==> config.mk <==
export PLATFORM = sky130hd
export DESIGN_NAME = spi_command_frame_queue_top
export DESIGN_NICKNAME = d
export VERILOG_FILES = /design/src/sv/scfq_pkg.sv /design/src/sv/scfq_front.sv /design/src/sv/scfq_back.sv /design/src/sv/spi_command_frame_queue_top.sv
export SDC_FILE = /design/constraint.sdc
export NUM_CORES = 1
export LEC_CHECK = 0
export BUFFER_PORTS_ARGS = -buffer_cell sky130_fd_sc_hd__buf_2
export CORE_MARGIN = 1.5
export CORE_UTILIZATION = 60
export CTS_CLUSTER_SIZE = 20
export DETAILED_ROUTE_END_ITERATION = 10
export HOLD_SLACK_MARGIN = 0.15
export PLACE_DENSITY = 0.79
export SETUP_SLACK_MARGIN = 0.02
export SLEW_MARGIN = 30
export SYNTH_ARGS = -nofsm -noshare
export SYNTH_HDL_FRONTEND = slang
export SYNTH_SLANG_ARGS = --single-unit
==> constraint.sdc <==
create_clock -name i_clk -period 3.8 [get_ports i_clk]
set_input_delay 0.76 -clock i_clk [delete_from_list [all_inputs] [get_ports i_clk]]
set_output_delay 0.76 -clock i_clk [all_outputs]
set_load 0.03 [all_outputs]
==> src/sv/scfq_pkg.sv <==
// Shared types and constants for the SPI command frame queue.
package scfq_pkg;

    // Event codes on the command input.
    localparam logic [1:0] EV_BYTE = 2'd0;
    localparam logic [1:0] EV_SEL  = 2'd1;
    localparam logic [1:0] EV_TAKE = 2'd2;
    localparam logic [1:0] EV_DONE = 2'd3;

    // Opcode of a status read frame, which is never queued.
    localparam logic [7:0] OPC_READ_STATUS = 8'h01;

    localparam int QUEUE_DEPTH_DEF = 4;

    // One classified event as it travels from the front to the back.
    typedef struct packed {
        logic       is_byte;
        logic       is_sel;
        logic       is_take;
        logic       is_done;
        logic [7:0] rx_byte;
        logic       rd_upd;
        logic [7:0] read_data;
        logic       er_upd;
        logic [7:0] error_value;
    } t_evt;

endpackage

==> src/sv/scfq_front.sv <==
// Front part: accepts input beats, classifies them and buffers them in a two-entry queue.
module scfq_front (
    input  logic             i_clk,
    input  logic             i_rst_n,
    input  logic             i_valid,
    output logic             o_ready,
    input  logic [1:0]       i_command,
    input  logic [7:0]       i_rx_byte,
    input  logic             i_read_data_update,
    input  logic [7:0]       i_read_data,
    input  logic             i_error_update,
    input  logic [7:0]       i_error_value,
    output logic             o_ev_valid,
    input  logic             i_ev_ready,
    output scfq_pkg::t_evt   o_ev
);
    import scfq_pkg::*;

    t_evt       r_slot [2];
    logic       r_wr;
    logic       r_rd;
    logic [1:0] r_cnt;
    logic [1:0] n_cnt;
    t_evt       w_evt;
    logic       w_push;
    logic       w_pop;

    always_comb begin
        w_evt = '0;
        case (i_command)
            EV_BYTE: w_evt.is_byte = 1'b1;
            EV_SEL:  w_evt.is_sel  = 1'b1;
            EV_TAKE: w_evt.is_take = 1'b1;
            EV_DONE: w_evt.is_done = 1'b1;
            default: w_evt.is_sel  = 1'b0;
        endcase
        w_evt.rx_byte     = i_rx_byte;
        // The update flags only matter on a done event.
        w_evt.rd_upd      = (i_command == EV_DONE) & i_read_data_update;
        w_evt.read_data   = i_read_data;
        w_evt.er_upd      = (i_command == EV_DONE) & i_error_update;
        w_evt.error_value = i_error_value;
    end

    assign o_ready    = (r_cnt != 2'd2);
    assign o_ev_valid = (r_cnt != 2'd0);
    assign o_ev       = r_slot[r_rd];
    assign w_push     = i_valid & o_ready;
    assign w_pop      = o_ev_valid & i_ev_ready;

    always_comb begin
        n_cnt = r_cnt;
        case ({w_push, w_pop})
            2'b10:   n_cnt = r_cnt + 2'd1;
            2'b01:   n_cnt = r_cnt - 2'd1;
            default: n_cnt = r_cnt;
        endcase
    end

    always_ff @(posedge i_clk) begin
        if (!i_rst_n) begin
            r_wr  <= 1'b0;
            r_rd  <= 1'b0;
            r_cnt <= 2'd0;
        end else begin
            r_cnt <= n_cnt;
            if (w_push) begin
                r_wr <= ~r_wr;
            end
            if (w_pop) begin
                r_rd <= ~r_rd;
            end
        end
    end

    always_ff @(posedge i_clk) begin
        if (w_push) begin
            r_slot[r_wr] <= w_evt;
        end
    end

    a_cnt_range: assert property (@(posedge i_clk) disable iff (!i_rst_n)
        r_cnt != 2'd3)
        else $error("front queue count out of range");

endmodule

==> src/sv/scfq_back.sv <==
// Back part: runs the frame engine and command queue and holds the result register.
module scfq_back #(
    parameter int QUEUE_DEPTH = scfq_pkg::QUEUE_DEPTH_DEF
) (
    input  logic             i_clk,
    input  logic             i_rst_n,
    input  logic             i_ev_valid,
    output logic             o_ev_ready,
    input  scfq_pkg::t_evt   i_ev,
    output logic             o_valid,
    input  logic             i_ready,
    output logic [7:0]       o_tx_byte,
    output logic             o_cmd_valid,
    output logic [7:0]       o_cmd_opcode,
    output logic [15:0]      o_cmd_address,
    output logic [7:0]       o_cmd_data,
    output logic [2:0]       o_pending
);
    import scfq_pkg::*;

    localparam int PTR_W = (QUEUE_DEPTH > 1) ? $clog2(QUEUE_DEPTH) : 1;
    localparam int CNT_W = $clog2(QUEUE_DEPTH + 1);

    logic [31:0]      r_mem [QUEUE_DEPTH];
    logic [1:0]       r_phase;
    logic [23:0]      r_frame;
    logic [PTR_W-1:0] r_wr_ptr;
    logic [PTR_W-1:0] r_rd_ptr;
    logic [CNT_W-1:0] r_count;
    logic [7:0]       r_last_read;
    logic [7:0]       r_err;
    logic [7:0]       r_next_tx;
    logic             r_busy;

    logic             r_out_valid;
    logic [7:0]       r_tx;
    logic             r_take;
    logic [31:0]      r_rd_word;
    logic [2:0]       r_pend;

    logic [1:0]       n_phase;
    logic [23:0]      n_frame;
    logic [PTR_W-1:0] n_wr_ptr;
    logic [PTR_W-1:0] n_rd_ptr;
    logic [CNT_W-1:0] n_count;
    logic [7:0]       n_last_read;
    logic [7:0]       n_err;
    logic [7:0]       n_next_tx;
    logic             n_busy;
    logic [7:0]       n_tx;
    logic             n_take;

    logic             w_exec;
    logic             w_push_cmd;
    logic [31:0]      w_word;
    logic [CNT_W+2:0] w_cnt_ext;

    assign o_ev_ready = ~r_out_valid | i_ready;
    assign w_exec     = i_ev_valid & o_ev_ready;
    assign w_word     = {r_frame, i_ev.rx_byte};

    always_comb begin
        n_phase     = r_phase;
        n_frame     = r_frame;
        n_wr_ptr    = r_wr_ptr;
        n_rd_ptr    = r_rd_ptr;
        n_count     = r_count;
        n_last_read = r_last_read;
        n_err       = r_err;
        n_next_tx   = r_next_tx;
        n_busy      = r_busy;
        n_tx        = 8'h00;
        n_take      = 1'b0;
        w_push_cmd  = 1'b0;
        if (i_ev.is_byte) begin
            n_tx = r_next_tx;
            case (r_phase)
                2'd0: begin
                    n_frame[23:16] = i_ev.rx_byte;
                    n_next_tx      = r_err | {7'd0, (r_count != '0)};
                    n_phase        = 2'd1;
                end
                2'd1: begin
                    n_frame[15:8] = i_ev.rx_byte;
                    n_next_tx     = r_last_read;
                    n_phase       = 2'd2;
                end
                2'd2: begin
                    n_frame[7:0] = i_ev.rx_byte;
                    n_next_tx    = r_frame[23:16];
                    n_phase      = 2'd3;
                end
                default: begin
                    n_next_tx = i_ev.rx_byte;
                    n_phase   = 2'd0;
                    // A full queue drops the frame without a trace.
                    if (r_frame[23:16] != OPC_READ_STATUS &&
                        r_count < CNT_W'(QUEUE_DEPTH)) begin
                        w_push_cmd = 1'b1;
                        n_wr_ptr   = (r_wr_ptr == PTR_W'(QUEUE_DEPTH - 1)) ?
                                     '0 : r_wr_ptr + PTR_W'(1);
                        n_count    = r_count + CNT_W'(1);
                    end
                end
            endcase
        end else if (i_ev.is_sel) begin
            n_phase   = 2'd0;
            n_next_tx = 8'h00;
        end else if (i_ev.is_take) begin
            // Without an outstanding command, a nonzero count means an untaken entry.
            if (!r_busy && r_count != '0) begin
                n_take   = 1'b1;
                n_busy   = 1'b1;
                n_rd_ptr = (r_rd_ptr == PTR_W'(QUEUE_DEPTH - 1)) ?
                           '0 : r_rd_ptr + PTR_W'(1);
            end
        end else if (i_ev.is_done) begin
            if (r_busy) begin
                n_busy = 1'b0;
                if (r_count != '0) begin
                    n_count = r_count - CNT_W'(1);
                end
                if (i_ev.rd_upd) begin
                    n_last_read = i_ev.read_data;
                end
                if (i_ev.er_upd) begin
                    n_err = i_ev.error_value;
                end
            end
        end
    end

    assign w_cnt_ext = {3'b000, n_count};

    always_ff @(posedge i_clk) begin
        if (!i_rst_n) begin
            r_phase     <= 2'd0;
            r_frame     <= '0;
            r_wr_ptr    <= '0;
            r_rd_ptr    <= '0;
            r_count     <= '0;
            r_last_read <= 8'h00;
            r_err       <= 8'h00;
            r_next_tx   <= 8'h00;
            r_busy      <= 1'b0;
            r_out_valid <= 1'b0;
        end else begin
            if (w_exec) begin
                r_phase     <= n_phase;
                r_frame     <= n_frame;
                r_wr_ptr    <= n_wr_ptr;
                r_rd_ptr    <= n_rd_ptr;
                r_count     <= n_count;
                r_last_read <= n_last_read;
                r_err       <= n_err;
                r_next_tx   <= n_next_tx;
                r_busy      <= n_busy;
                r_out_valid <= 1'b1;
            end else if (i_ready) begin
                r_out_valid <= 1'b0;
            end
        end
    end

    // Result register and command memory read; they only move when an event executes.
    always_ff @(posedge i_clk) begin
        if (w_exec) begin
            r_tx      <= n_tx;
            r_take    <= n_take;
            r_pend    <= w_cnt_ext[2:0];
            r_rd_word <= r_mem[r_rd_ptr];
        end
    end

    always_ff @(posedge i_clk) begin
        if (w_exec && w_push_cmd) begin
            r_mem[r_wr_ptr] <= w_word;
        end
    end

    assign o_valid       = r_out_valid;
    assign o_tx_byte     = r_tx;
    assign o_cmd_valid   = r_take;
    assign o_cmd_opcode  = r_take ? r_rd_word[31:24] : 8'h00;
    assign o_cmd_address = r_take ? r_rd_word[23:8]  : 16'h0000;
    assign o_cmd_data    = r_take ? r_rd_word[7:0]   : 8'h00;
    assign o_pending     = r_pend;

    a_busy_counted: assert property (@(posedge i_clk) disable iff (!i_rst_n)
        r_busy |-> (r_count != '0))
        else $error("outstanding command without a queued entry");

    a_count_bound: assert property (@(posedge i_clk) disable iff (!i_rst_n)
        r_count <= CNT_W'(QUEUE_DEPTH))
        else $error("command count above queue depth");

    a_take_sets_busy: assert property (@(posedge i_clk) disable iff (!i_rst_n)
        (w_exec && i_ev.is_take && !r_busy && r_count != '0) |=> (r_busy && r_take))
        else $error("take did not deliver a command");

endmodule

==> src/sv/spi_command_frame_queue_top.sv <==
// An accepted beat is held in a front queue slot, then executed into the result register.
// Throughput: one event per cycle while i_ready does not stall the result register.
// A two-entry queue between front and back and a result register decouple the channels.
// Reset (synchronous, active low) empties both queues, zeroes the frame, counters and
// status bytes; command memory contents are undefined until written.
module spi_command_frame_queue_top #(
    parameter int QUEUE_DEPTH = scfq_pkg::QUEUE_DEPTH_DEF
) (
    input  logic        i_clk,
    input  logic        i_rst_n,
    input  logic        i_valid,
    output logic        o_ready,
    input  logic [1:0]  i_command,
    input  logic [7:0]  i_rx_byte,
    input  logic        i_read_data_update,
    input  logic [7:0]  i_read_data,
    input  logic        i_error_update,
    input  logic [7:0]  i_error_value,
    output logic        o_valid,
    input  logic        i_ready,
    output logic [7:0]  o_tx_byte,
    output logic        o_cmd_valid,
    output logic [7:0]  o_cmd_opcode,
    output logic [15:0] o_cmd_address,
    output logic [7:0]  o_cmd_data,
    output logic [2:0]  o_pending
);
    import scfq_pkg::*;

    logic w_ev_valid;
    logic w_ev_ready;
    t_evt w_ev;

    scfq_front u_front (
        .i_clk              (i_clk),
        .i_rst_n            (i_rst_n),
        .i_valid            (i_valid),
        .o_ready            (o_ready),
        .i_command          (i_command),
        .i_rx_byte          (i_rx_byte),
        .i_read_data_update (i_read_data_update),
        .i_read_data        (i_read_data),
        .i_error_update     (i_error_update),
        .i_error_value      (i_error_value),
        .o_ev_valid         (w_ev_valid),
        .i_ev_ready         (w_ev_ready),
        .o_ev               (w_ev)
    );

    scfq_back #(
        .QUEUE_DEPTH (QUEUE_DEPTH)
    ) u_back (
        .i_clk         (i_clk),
        .i_rst_n       (i_rst_n),
        .i_ev_valid    (w_ev_valid),
        .o_ev_ready    (w_ev_ready),
        .i_ev          (w_ev),
        .o_valid       (o_valid),
        .i_ready       (i_ready),
        .o_tx_byte     (o_tx_byte),
        .o_cmd_valid   (o_cmd_valid),
        .o_cmd_opcode  (o_cmd_opcode),
        .o_cmd_address (o_cmd_address),
        .o_cmd_data    (o_cmd_data),
        .o_pending     (o_pending)
    );

endmodule
After elaboration in Yosys (flattened, before gate mapping) --
Memories as Yosys holds them, arrays and structs flattened. A register that Yosys moved wholly into a read port is not among the register bits. Index checks and enable logic that the tools add are counted. Widths: inputs -> output; s select.
Word-level totals: bits in registers 75, RAM bits 188, bits of input ports 32, output and inout bits 46, logic and storage cells 114, memories 2
Operators by class: add/subtract/negate cells 6, order comparisons 1, eq/ne operators 12, muxes and demuxes 39, bitwise operators 13, reductions and logical operators 23
Memories:
- u_back.r_mem | depth 4, bits a word 32, rd ports 1, clocked after memory_dff 1, wr ports 1, line scfq_back.sv:24 | logic [31:0] r_mem [QUEUE_DEPTH];
- u_front.r_slot | depth 2, bits a word 30, rd ports 1, clocked after memory_dff 1, wr ports 1, line scfq_front.sv:19 | t_evt r_slot [2];
Operators with widths (count):
- $mux 8 | 4
- $mux 3 | 8
- $pmux 8 s3 | 1
- $mux 1 | 19
- $mux 16 | 1
- $reduce_and 7->1 | 2
- $eq 2x2->1 const B | 6
- $reduce_and 5->1 | 2
- $reduce_bool 2->1 | 5
- $reduce_and 3->1 | 3
- $mux 2 | 4
- $ne 8x1->1 const B | 1
- $or 8x1->8 | 1
- $not 1->1 | 7
- $add 2x1->2 const B | 3
- $eq 2x1->1 const B | 3
- $pmux 2 s3 | 1
- $reduce_or 3->1 | 2
- $and 1x1->1 | 4
- $logic_not 2->1 | 2
- $ne 2x2->1 const B | 2
- $pmux 2 s2 | 1
- $reduce_and 4->1 | 1
- $add 3x1->3 const B | 1
- 8 further kinds | 10

Depth between registers and ports, before layout --
Gate-level depths: netlist of run 1.
depth after elaboration 8, mapped depth 8, mapped depth without buffers 7

Modules after synthesis --
From an unflattened synthesis of run 1, not the netlist that was laid out.
Second synthesis, totals: cells, all modules 719, area, all modules 11402.2 um^2
Modules (own cells, without submodules):
- scfq_back | instances 1, cells each 596, area an instance 8977.4 um^2, sequential area each 6346.1 um^2
- scfq_front | instances 1, cells each 123, area an instance 2424.8 um^2, sequential area each 1901.8 um^2

Worst setup path before layout of run 1 --
OpenSTA, ideal clock, no wires.
path type input to register, start input port i_ready, end register u_front.r_cnt[1], setup time 0.071 ns, data arrival time 3.296 ns, required time 3.729 ns, path slack 0.434 ns, cell stages on the path 6, path buffers 0, cell sequence nand2b_1 nand2_1 clkinv_1 ha_1 or3_1 a21oi_1
Between the ends: longest elaborated chain between the ends 4, elaborated cells between the ends (all ways) 6, classes of those cells eq/ne: 2; mux: 1; bitwise: 2; reduce/logical: 1
RTL lines:
- start: declaration | line spi_command_frame_queue_top.sv:20 | input logic i_ready,
- $or 1x1->1 * | line scfq_back.sv:58 | assign o_ev_ready = ~r_out_valid | i_ready;
- $and 1x1->1 *
- via u_back.w_exec | line scfq_back.sv:53 | logic w_exec;
- $eq 2x1->1 or $eq 2x2->1 (tied branches) | line scfq_front.sv:53 | case ({w_push, w_pop})
- $pmux 2 s2 or $reduce_bool 2->1 (tied branches)
- end signal: assignment | line scfq_front.sv:66 | r_cnt <= n_cnt;
- end: declaration | line scfq_front.sv:22 | logic [1:0] r_cnt;
The timed path passes the listed nets; every way through them passes the cells marked *. A chain may end at the register's enable or synchronous reset.

Worst setup path in the final report of run 1 --
start register u_back.r_take, in the netlist u_back.o_cmd_valid, end output port o_cmd_data[0]
Between the ends: longest elaborated chain between the ends 1
RTL lines:
- start: declaration | line scfq_back.sv:37 | logic r_take;
- start signal: assignment | line scfq_back.sv:169 | r_take <= n_take;
- $mux 8 | line scfq_back.sv:186 | assign o_cmd_data = r_take ? r_rd_word[7:0] : 8'h00;
- end: declaration | line spi_command_frame_queue_top.sv:25 | output logic [7:0] o_cmd_data,
No other way between the ends.

==> results.txt, run 1 <==
----------------------------------------------------
[Status]
  Outcome ... finished, final reports clean

[Clock tree]
  Post-cts gate resize count ... 0
  CTS Root Buffer Type ... sky130_fd_sc_hd__clkbuf_16
  Number of buffers on the longest clock path ... 3
  CTS clk-pin slew, worst paths ... 0.06 ns
  H-tree levels ... 1
  Sinks on Clock Net ... 296
  Clock latency of the later-clocked register in the worst-skew pair ... 0.56 ns
  Clock buffers created by TritonCTS ... 28
  CTS tree ... yes
  Postcts setup bufs ... 0
  Post-cts hold buffer count ... 0

[STA]
  Final count of pins violating max slew ... 0
  RSZ-0062 raised after global routing ... false
  Pin slew with the least headroom to its limit ... 0.887 ns
  Achievable Freq ... 384 MHz
  Final hold viol count ... 0
  Portion of the clock cycle consumed by the worst path in the final layout ... 68.5%
  Worst slew margin ... 40.9%
  Total negative setup slack ... 0 ns
  Worst Clk Skew ... 0.0256 ns
  Clock period minus final worst setup slack ... 2.60 ns
  Final setup viols ... 0

[Worst setup path]
  Data arrival, critical path ... 1.84 ns
  Kind of end point of the critical path ... output port
  Endpoint of the worst register-to-register path ... u_back.r_mem[1][2]
  Largest delay share family, worst path ... flip-flops
  Register-to-register setup slack ... 1.27 ns
  Worst r2r path cells ... 6
  Origin of the critical flop-to-flop path ... u_back.r_phase[1]
  Critical path data required time ... 3.04 ns
  Max stage delay cell, worst path ... sky130_fd_sc_hd__edfxtp_1
  Nature of the critical path startpoint ... register
  Count of cell instances traversed by the critical path ... 2
  Crit-path cells ... and2_1 -> buf_2
  Delay contributed by the slowest stage of the critical path ... 0.86 ns
  Buffer and inverter count on the worst path ... 1
  Largest fanout on the critical path ... 33
  CP Class ... register to output port

[Yosys]
  Warnings from Yosys ... 0
  Cell count after synthesis ... 672
  Largest family of logic cells by synthesized area ... compound AO/OA/AOI/OAI gates
  Adder and majority gate portion of the synthesized area ... 1.44%
  Prevailing post-synth register cell ... sky130_fd_sc_hd__edfxtp_1
  Flop and latch count out of synthesis ... 296
  Number of flops mapped to enable cells by yosys ... 232
  Multiplexer share of the synthesized area ... 7.71%
  Post-synth net total ... 717
  XOR/XNOR share of the synthesized area ... 0.387%
  Complex-gate fraction of the synthesized area ... 9.05%
  Share of synthesized registers carrying an async set or reset ... 0%
  Synth Area in Simple Gates ... 6.44%
  Summed instance area of the synthesized netlist ... 0.0113 sq mm
  Register area share after synthesis ... 72.9%
  Count of different cell masters after synthesis ... 53
  Mean area per synthesized cell ... 16.8 sq um

[Final layout]
  Synthesis-to-finish area growth ... 13.5%
  Count of non-filler cells in the finished layout ... 1016
  Fraction of layout instances using a drive strength above 1 ... 25.1%
  Number of diodes ... 0
  Net count, final ... 805

[Min path]
  Class of the tightest hold or removal check ... input pin to register
  Worst hold path stage count ... 1
  End point of the most critical hold path ... u_front.r_slot[1][7]
  Beginning of the worst hold path ... i_error_value[7]

[Route]
  Via-per-instance ratio ... 6.03
  First-pass DRT Iterations ... 5
  Routed wire length ... 21100 um
  Iteration-0 DRC count of the detailed router ... 577
  DR WL/cell ... 20.7 um
  Drt drc ... 0
  Count of nets left with antenna violations after detail routing ... 0
  Vias ... 6127

[Die]
  Number of placement rows ... 50
  Initial core utilization ... 60.9%
  Floorplan die height ... 140 um
  Boundary Pins ... 78
  Die Span X ... 140 um
  Total core area ... 0.0186 sq mm
  Die area ... 0.0197 sq mm

[GRT]
  Number of global-route vias before repair ... 6125
  Maximum number of pins on one net before global-route repair ... 52
  Wire length of the first global-routing pass ... 32700 um
  All-layer global routing usage ... 21.8%
  Antenna violations before repair ... 0
  Congestion Overflow GR ... 0

[Power]
  Switching share of power ... 30.2%
  Total power divided by cell area ... 666 mW/mm^2
  Net Switching ... 2.58 mW
  Internal power of the cells ... 5.97 mW
  Worst voltage drop across the vdd grid ... 0.594 mV
  Clock network fraction of design power ... 30.5%
  Leakage power ... 4.40 nW
  Share of power burned in registers ... 49.6%
  Combinational share of power ... 19.8%

[Placement]
  Port bufs ... 77
  Instance count after placement with tap cells included ... 964
  Weighted congestion at the end of routability-driven global placement ... 0.829
  Detailed-placement wirelength estimate ... 13400 um

[Run]
  Maximum capacitance violations ... 0

----------------------------------------------------
## synthesized netlist by cell type (all sizes together), types with 5 or more instances
cell | count | share of area [%]
a211oi | 26 | 1.7
a21oi | 17 | 0.75
a222oi | 7 | 0.62
and2 | 42 | 2.3
and3 | 7 | 0.39
buf | 15 | 0.80
clkbuf | 21 | 0.70
dfxtp | 64 | 11
edfxtp | 232 | 62
ha | 13 | 1.4
inv | 15 | 0.50
mux2i | 14 | 1.2
mux4 | 32 | 6.4
nand2 | 15 | 0.50
nand2b | 5 | 0.28
nand3 | 6 | 0.27
nor2 | 35 | 1.2
o211ai | 7 | 0.46
o21ai | 17 | 0.75
o221a | 16 | 1.6
o22a | 16 | 1.2
## layout make-up
type	instances	area, sq um
clock buffers	43	797
clock inverters	9	82.6
fillers	1187	5740
inverters	18	67.6
multi-input cells	322	2830
flip-flops and latches	296	8250
well taps	234	293
repair buffers	94	513
## registers in the layout (all words and copies together) (netlist names), 2 cells and up, named ones only
register / flops
u_back.r_last_read: 8
u_back.r_rd_ptr: 2
u_back.o_pending: 3
u_back.r_phase: 2
u_front.r_cnt: 2
u_back.o_tx_byte: 8
u_back.r_rd_word: 32
u_front.r_slot: 60
u_back.r_count: 3
u_back.r_mem: 128
u_back.r_err: 8
u_back.r_wr_ptr: 2
u_back.r_frame: 24
u_back.r_next_tx: 8
## cells in the final DEF, fill, tap and decap left out, types with 11 or more instances in the layout
cell                        instances
sky130_fd_sc_hd__edfxtp_1         232
sky130_fd_sc_hd__nand2_1           15
sky130_fd_sc_hd__o221a_2           14
sky130_fd_sc_hd__and2_1            42
sky130_fd_sc_hd__dfxtp_1           61
sky130_fd_sc_hd__a21oi_1           17
sky130_fd_sc_hd__clkbuf_16         28
sky130_fd_sc_hd__buf_4             17
sky130_fd_sc_hd__o22a_1            16
sky130_fd_sc_hd__inv_1             15
sky130_fd_sc_hd__o21ai_0           17
sky130_fd_sc_hd__mux4_2            32
sky130_fd_sc_hd__mux2i_1           14
sky130_fd_sc_hd__nor2_1            34
sky130_fd_sc_hd__ha_1              13
sky130_fd_sc_hd__a211oi_1          26
sky130_fd_sc_hd__clkbuf_1          11
sky130_fd_sc_hd__buf_2             77
## power groups by stage
stage               Clock, mW  Combinational (mW)  Sequential (mW)
floorplan                   0                1.15             4.30
global placement            0                1.64             4.28
detailed placement          0                1.69             4.31
CTS                      2.66                1.71             4.25
global route             2.78                1.82             4.29
finish                   2.61                1.70             4.24
## worst max path at each step
stage                                   from             endpoint  slack [ns]
after floorplan                      i_ready     u_front.r_cnt[1]        0.43
after global placement               i_ready    u_back.r_count[2]        1.20
after detailed placement            register      u_back.r_err[2]        1.04
after CTS                           register  u_back.o_pending[1]        0.98
after global routing      u_back.o_cmd_valid      o_cmd_opcode[2]        1.02
final                     u_back.o_cmd_valid        o_cmd_data[0]        1.20
## per-layer routing
metal	global-route usage [%]	vias up	share of wire, %
met1	27.8	2986	40
li1	-	2821	-
met3	3.86	67	6.2
met5	0	-	0
met4	9.97	0	3.8
met2	36.7	253	50
## through the flow
step	area (sq um)	worst slack, ns	hold slack (ns)	total power, mW	util, %
2_1_floorplan	11300	0.434	0.445	5.45	-
3_3_place_gp	12000	1.20	0.464	5.92	64.4
3_5_place_dp	12000	1.04	0.470	6.01	64.4
4_1_cts	12800	0.979	0.359	8.61	69.1
5_1_grt	12800	1.02	0.361	8.89	69.1
6_report	12800	1.20	0.383	8.55	69.1
## kinds of logic after synthesis
logic type / after synthesis
and+or+nand+nor: 134
muxes: 47
buffers and inverters: 54
xor gates and xnor gates: 5
DFF: 296
adders and majority gates: 13
AOI/OAI and AO/OA: 123
Power figures use the tool's default switching activity.
==> run 2, diff against run 1 <==
--- a/config.mk
+++ b/config.mk
@@ -7,11 +7,11 @@
 export LEC_CHECK = 0
 export BUFFER_PORTS_ARGS = -buffer_cell sky130_fd_sc_hd__buf_2
 export CORE_MARGIN = 1.5
-export CORE_UTILIZATION = 60
+export CORE_UTILIZATION = 54
 export CTS_CLUSTER_SIZE = 20
 export DETAILED_ROUTE_END_ITERATION = 10
 export HOLD_SLACK_MARGIN = 0.15
-export PLACE_DENSITY = 0.79
+export PLACE_DENSITY = 0.75
 export SETUP_SLACK_MARGIN = 0.02
 export SLEW_MARGIN = 30
 export SYNTH_ARGS = -nofsm -noshare
==> constraint.sdc (replaced) <==
create_clock -name i_clk -period 2.2 [get_ports i_clk]
set_input_delay 0.44 -clock i_clk [delete_from_list [all_inputs] [get_ports i_clk]]
set_output_delay 0.44 -clock i_clk [all_outputs]
set_load 0.03 [all_outputs]
==> results.txt, run 2 (same netlist as run 1, synthesis figures left out) <==
----------------------------------------------------
[Status]
  Outcome ... finished, final reports clean

[Worst setup path]
  Endpoint of the worst register-to-register path ... u_back.r_frame[16]
  Largest fanout on the critical path ... 17
  Register-to-register setup slack ... 0.19 ns
  Worst r2r path cells ... 5
  Data arrival, critical path ... 2.44 ns
  Critical path data required time ... 2.63 ns
  CP Class ... register to register
  Kind of end point of the critical path ... register
  Nature of the critical path startpoint ... register

[Final layout]
  Synthesis-to-finish area growth ... 18.6%
  Post-route design area ... 0.0134 sq mm
  Most used cells in the layout excluding fill and tap cells ... sky130_fd_sc_hd__edfxtp_1, sky130_fd_sc_hd__buf_2, sky130_fd_sc_hd__dfxtp_1
  Fraction of layout instances using a drive strength above 1 ... 27.1%
  Max reg flops ... 128
  Biggest registers after layout ... u_back.r_mem (128), u_front.r_slot (60), u_back.r_rd_word (32)
  Net count, final ... 851
  Most common cell after layout, fill and taps aside ... sky130_fd_sc_hd__edfxtp_1
  Number of diodes ... 0
  Most flop-heavy register ... u_back.r_mem
  Filler Cell Count ... 1389

[STA]
  Achievable Freq ... 497 MHz
  Final hold viol count ... 0
  Worst slew margin ... 50.7%
  Portion of the clock cycle consumed by the worst path in the final layout ... 91.4%
  Total negative setup slack ... 0 ns
  Final count of pins violating max slew ... 0
  Final setup slack of the worst path ... 0.189 ns
  Pin slew with the least headroom to its limit ... 0.732 ns
  Worst Clk Skew ... 0.0101 ns
  RSZ-0062 raised after global routing ... false
  Clock period minus final worst setup slack ... 2.01 ns
  Final setup viols ... 0

[Clock tree]
  H-tree levels ... 1
  CTS Root Buffer Type ... sky130_fd_sc_hd__clkbuf_16
  Sinks on Clock Net ... 296
  CTS clk-pin slew, worst paths ... 0.06 ns
  CTS tree ... yes
  Number of buffers on the longest clock path ... 3
  Clock buffers created by TritonCTS ... 28
  Clock latency of the later-clocked register in the worst-skew pair ... 0.54 ns

[Route]
  Vias ... 6322
  DR WL/cell ... 20.4 um
  Count of nets left with antenna violations after detail routing ... 0
  Via-per-instance ratio ... 5.76
  First-pass DRT Iterations ... 7
  Routed wire length ... 22400 um
  Drt drc ... 0
  Iteration-0 DRC count of the detailed router ... 395

[GRT]
  Maximum number of pins on one net before global-route repair ... 52
  Congestion Overflow GR ... 0
  All-layer global routing usage ... 21.0%
  Antenna violations before repair ... 0
  Number of global-route vias before repair ... 6428
  Wire length of the first global-routing pass ... 35200 um

[Die]
  Initial core utilization ... 55.6%
  Die Span X ... 148 um
  Number of placement rows ... 52
  Total core area ... 0.0204 sq mm
  Floorplan die height ... 148 um
  Die area ... 0.0218 sq mm
  Boundary Pins ... 78

[Min path]
  End point of the most critical hold path ... u_front.r_slot[0][27]
  Class of the tightest hold or removal check ... input pin to register
  Worst hold path stage count ... 2
  Beginning of the worst hold path ... i_command[0]

[Power]
  Worst voltage drop across the vdd grid ... 1.25 mV
  Leakage power ... 4.64 nW
  Total power divided by cell area ... 1140 mW/mm^2

[Placement]
  Port bufs ... 77
  Area of placed instances ... 0.0122 sq mm
  Detailed-placement wirelength estimate ... 13800 um
  Worst Setup Slack post-DPL ... 0.0152 ns
  Weighted congestion at the end of routability-driven global placement ... 0.882

[Run]
  Maximum capacitance violations ... 0

----------------------------------------------------
run 2: repair_timing:
item / in CTS / in global routing
buffers inserted: 0 / 1
pin swaps: 0 / 1
gates resized for setup: 1 / 5
hold buffers: 24 / 0
setup endpoints to repair: 130 / 159
cloned: 0 / 0
endpoints found under the hold margin: 48 / 0
run 2: routing by layer:
layer / vias up / part of all wire [%] / track usage, %
met2: 172 / 52 / 37.1
met1: 3190 / 41 / 26.6
met3: 49 / 5.2 / 3.27
li1: 2911 / - / -
met4: 0 / 2.6 / 6.85
met5: - / 0 / 0
run 2: layout make-up:
class                   instances  area [sq um]  share of cell area (%)
clock buffers                  38           748                    5.58
clock inverters                14           159                    1.18
inverters                      18          72.6                   0.541
multi-input cells             322          2870                    21.4
flip-flops and latches        296          8250                    61.5
well taps                     270           338                    2.52
repair buffers                140           981                    7.31
run 2: worst max-delay path: stages (launching register included):
cell	delay (ns)
sky130_fd_sc_hd__dfxtp_2	0.36
sky130_fd_sc_hd__buf_4	0.17
sky130_fd_sc_hd__mux2_2	0.37
sky130_fd_sc_hd__and4_1	0.59
sky130_fd_sc_hd__nor2_1	0.10
sky130_fd_sc_hd__a211oi_1	0.31
run 2: stage by stage:
step / total power, mW / hold slack, ns / util [%] / std cells
after floorplan: 9.40 / 0.445 / - / 672
after CTS: 15.4 / 0.235 / 65.7 / 1097
final: 15.3 / 0.257 / 65.9 / 1098
after global routing: 15.9 / 0.240 / 65.9 / 1098
after global placement: 10.6 / 0.454 / 60.1 / 1021
after detailed placement: 10.7 / 0.468 / 60.1 / 1021
run 2: worst max-delay path by stage:
| stage | slack (ns) | to |
|---|---|---|
| 3_3_place_gp | 0.03 | u_back.o_pending[0] |
| 4_1_cts | 0.1 | u_back.r_frame[14] |
| 6_report | 0.19 | u_back.r_frame[16] |
| 5_1_grt | 0.03 | u_back.r_frame[4] |
| 3_5_place_dp | 0.02 | u_back.o_pending[0] |
| 2_1_floorplan | -0.09 | u_back.r_mem[0][0] |
run 2: power breakdown:
group	leakage, nW	total [mW]	switching [mW]	internal [mW]
sequential	2.65	7.16	0.273	6.89
combinational	1.55	3.46	2.36	1.10
clock	0.441	4.69	1.95	2.74
total	4.64	15.3	4.58	10.7
==> run 3, diff against run 2 <==
--- a/config.mk
+++ b/config.mk
@@ -7,11 +7,11 @@
 export LEC_CHECK = 0
 export BUFFER_PORTS_ARGS = -buffer_cell sky130_fd_sc_hd__buf_2
 export CORE_MARGIN = 1.5
-export CORE_UTILIZATION = 54
+export CORE_UTILIZATION = 60
 export CTS_CLUSTER_SIZE = 20
 export DETAILED_ROUTE_END_ITERATION = 10
 export HOLD_SLACK_MARGIN = 0.15
-export PLACE_DENSITY = 0.75
+export PLACE_DENSITY = 0.79
 export SETUP_SLACK_MARGIN = 0.02
 export SLEW_MARGIN = 30
 export SYNTH_ARGS = -nofsm -noshare
==> constraint.sdc (replaced) <==
create_clock -name i_clk -period 2 [get_ports i_clk]
set_input_delay 0.4 -clock i_clk [delete_from_list [all_inputs] [get_ports i_clk]]
set_output_delay 0.4 -clock i_clk [all_outputs]
set_load 0.03 [all_outputs]
==> results.txt, run 3 (same netlist as run 1, synthesis figures left out) <==
----------------------------------------------------
[Power]
  Final total power ... 17.2 mW
  Total power divided by cell area ... 1270 mW/mm^2
  Leakage power ... 4.73 nW
  Worst voltage drop across the vdd grid ... 0.782 mV

[STA]
  Worst Clk Skew ... 0.0123 ns
  Final setup viols ... 0
  Worst slew margin ... 60.3%
  Final count of pins violating max slew ... 0
  Clock period minus final worst setup slack ... 1.97 ns
  Pin slew with the least headroom to its limit ... 0.591 ns
  Worst Hold Slack ... 0.217 ns
  RSZ-0062 raised after global routing ... true
  Final hold viol count ... 0
  Portion of the clock cycle consumed by the worst path in the final layout ... 98.7%
  Achievable Freq ... 506 MHz

[Final layout]
  Most flop-heavy register ... u_back.r_mem
  Biggest registers after layout ... u_back.r_mem (128), u_front.r_slot (60), u_back.r_rd_word (32)
  Number of diodes ... 0
  Most common cell after layout, fill and taps aside ... sky130_fd_sc_hd__edfxtp_1
  Net count, final ... 865
  Synthesis-to-finish area growth ... 19.5%
  Fraction of layout instances using a drive strength above 1 ... 29.1%
  Most used cells in the layout excluding fill and tap cells ... sky130_fd_sc_hd__edfxtp_1, sky130_fd_sc_hd__buf_2, sky130_fd_sc_hd__dfxtp_1
  Max reg flops ... 128
  Filler Cell Count ... 1117
  Post-route design area ... 0.0135 sq mm
  Core occupancy in the finished layout ... 72.8%

[Worst setup path]
  Max stage delay cell, worst path ... sky130_fd_sc_hd__and3_4
  Crit-path cells ... nor4b_1 -> buf_4 -> a211oi_2 -> and3_4
  Nature of the critical path startpoint ... register
  Largest delay share family, worst path ... simple AND/OR/NAND/NOR gates
  Largest fanout on the critical path ... 32
  Buffer and inverter count on the worst path ... 1
  Register-to-register setup slack ... 0.03 ns
  Kind of end point of the critical path ... register
  CP Class ... register to register
  Critical path data required time ... 2.17 ns
  Delay contributed by the slowest stage of the critical path ... 0.60 ns
  Data arrival, critical path ... 2.14 ns

[Clock tree]
  H-tree levels ... 1
  CTS Root Buffer Type ... sky130_fd_sc_hd__clkbuf_16
  CTS tree ... yes
  Clock buffers created by TritonCTS ... 29
  Number of buffers on the longest clock path ... 3
  Sinks on Clock Net ... 296
  CTS clk-pin slew, worst paths ... 0.06 ns
  Clock latency of the later-clocked register in the worst-skew pair ... 0.54 ns

[Route]
  Drt drc ... 0
  First-pass DRT Iterations ... 5
  Iteration-0 DRC count of the detailed router ... 413
  DR WL/cell ... 20.7 um
  Via-per-instance ratio ... 5.92
  Routed wire length ... 22300 um
  Vias ... 6377
  Count of nets left with antenna violations after detail routing ... 0

[Die]
  Initial core utilization ... 60.9%
  Die Span X ... 140 um
  Boundary Pins ... 78
  Number of placement rows ... 50
  Total core area ... 0.0186 sq mm
  Die area ... 0.0197 sq mm
  Floorplan die height ... 140 um

[Run]
  Maximum capacitance violations ... 0

[GRT]
  Antenna violations before repair ... 0
  All-layer global routing usage ... 22.8%
  Number of global-route vias before repair ... 6497
  Maximum number of pins on one net before global-route repair ... 45
  Wire length of the first global-routing pass ... 34400 um
  Congestion Overflow GR ... 0

[Placement]
  Port bufs ... 77
  Detailed-placement wirelength estimate ... 14300 um
  Area of placed instances ... 0.0123 sq mm
  Weighted congestion at the end of routability-driven global placement ... 0.859

[Status]
  Outcome ... finished, final reports clean

[Min path]
  Class of the tightest hold or removal check ... input pin to register

----------------------------------------------------
==> run 3: final cells by class <==
cell class / count / area, sq um / area share [%]
Sequential cell: 296 / 8250 / 61.0
Multi-Input combinational cell: 322 / 2900 / 21.5
Timing Repair Buffer: 153 / 1060 / 7.82
Clock buffer: 43 / 828 / 6.12
Tap cell: 234 / 293 / 2.16
Clock inverter: 11 / 113 / 0.833
Inverter: 18 / 80.1 / 0.592
==> run 3: per-stage QoR <==
stage	setup WS [ns]	cells	TNS [ns]
after detailed placement	-0.0605	994	-0.0617
final	0.0255	1077	0
after global routing	-0.0656	1077	-7.01
after floorplan	-0.0793	672	-0.0793
after CTS	0.0131	1072	0
after global placement	0.00637	994	0
==> run 3: worst paths after layout <==
check / start / depth (start not counted) / endpoint
min reg2reg: u_back.r_next_tx[6] / 2 / u_back.r_next_tx[6]
max: u_back.r_frame[16] / 4 / u_back.r_mem[3][13]
min: i_command[1] / 2 / u_front.r_slot[1][28]
max reg2reg: u_back.r_frame[16] / 4 / u_back.r_mem[3][13]
==> run 3: worst register-to-register path: stages, from the launching register on <==
cell,delay [ns]
sky130_fd_sc_hd__dfxtp_1,0.31
sky130_fd_sc_hd__nor4b_1,0.14
sky130_fd_sc_hd__buf_4,0.14
sky130_fd_sc_hd__a211oi_2,0.39
sky130_fd_sc_hd__and3_4,0.60
==> run 3: routing by layer <==
metal	up-vias	wire, um	global-route usage (%)
met2	220	11500	40.4
met3	62	1130	3.49
li1	2944	-	-
met1	3151	8910	28.1
met4	0	754	9.31
met5	-	0	0
==> run 3: where the power goes <==
part / switching [mW] / leakage [nW] / internal [mW] / total [mW]
combinational: 2.65 / 1.61 / 1.35 / 4.00
sequential: 0.279 / 2.65 / 7.58 / 7.86
clock: 2.16 / 0.465 / 3.12 / 5.29
==> run 3: what timing repair did <==
item | in CTS | in global routing
endpoints found under the hold margin | 48 | 0
buffers inserted | 0 | 5
hold buffers | 24 | 0
resized for setup | 4 | 7
setup endpoints to repair | 21 | 177
pin swaps | 0 | 5
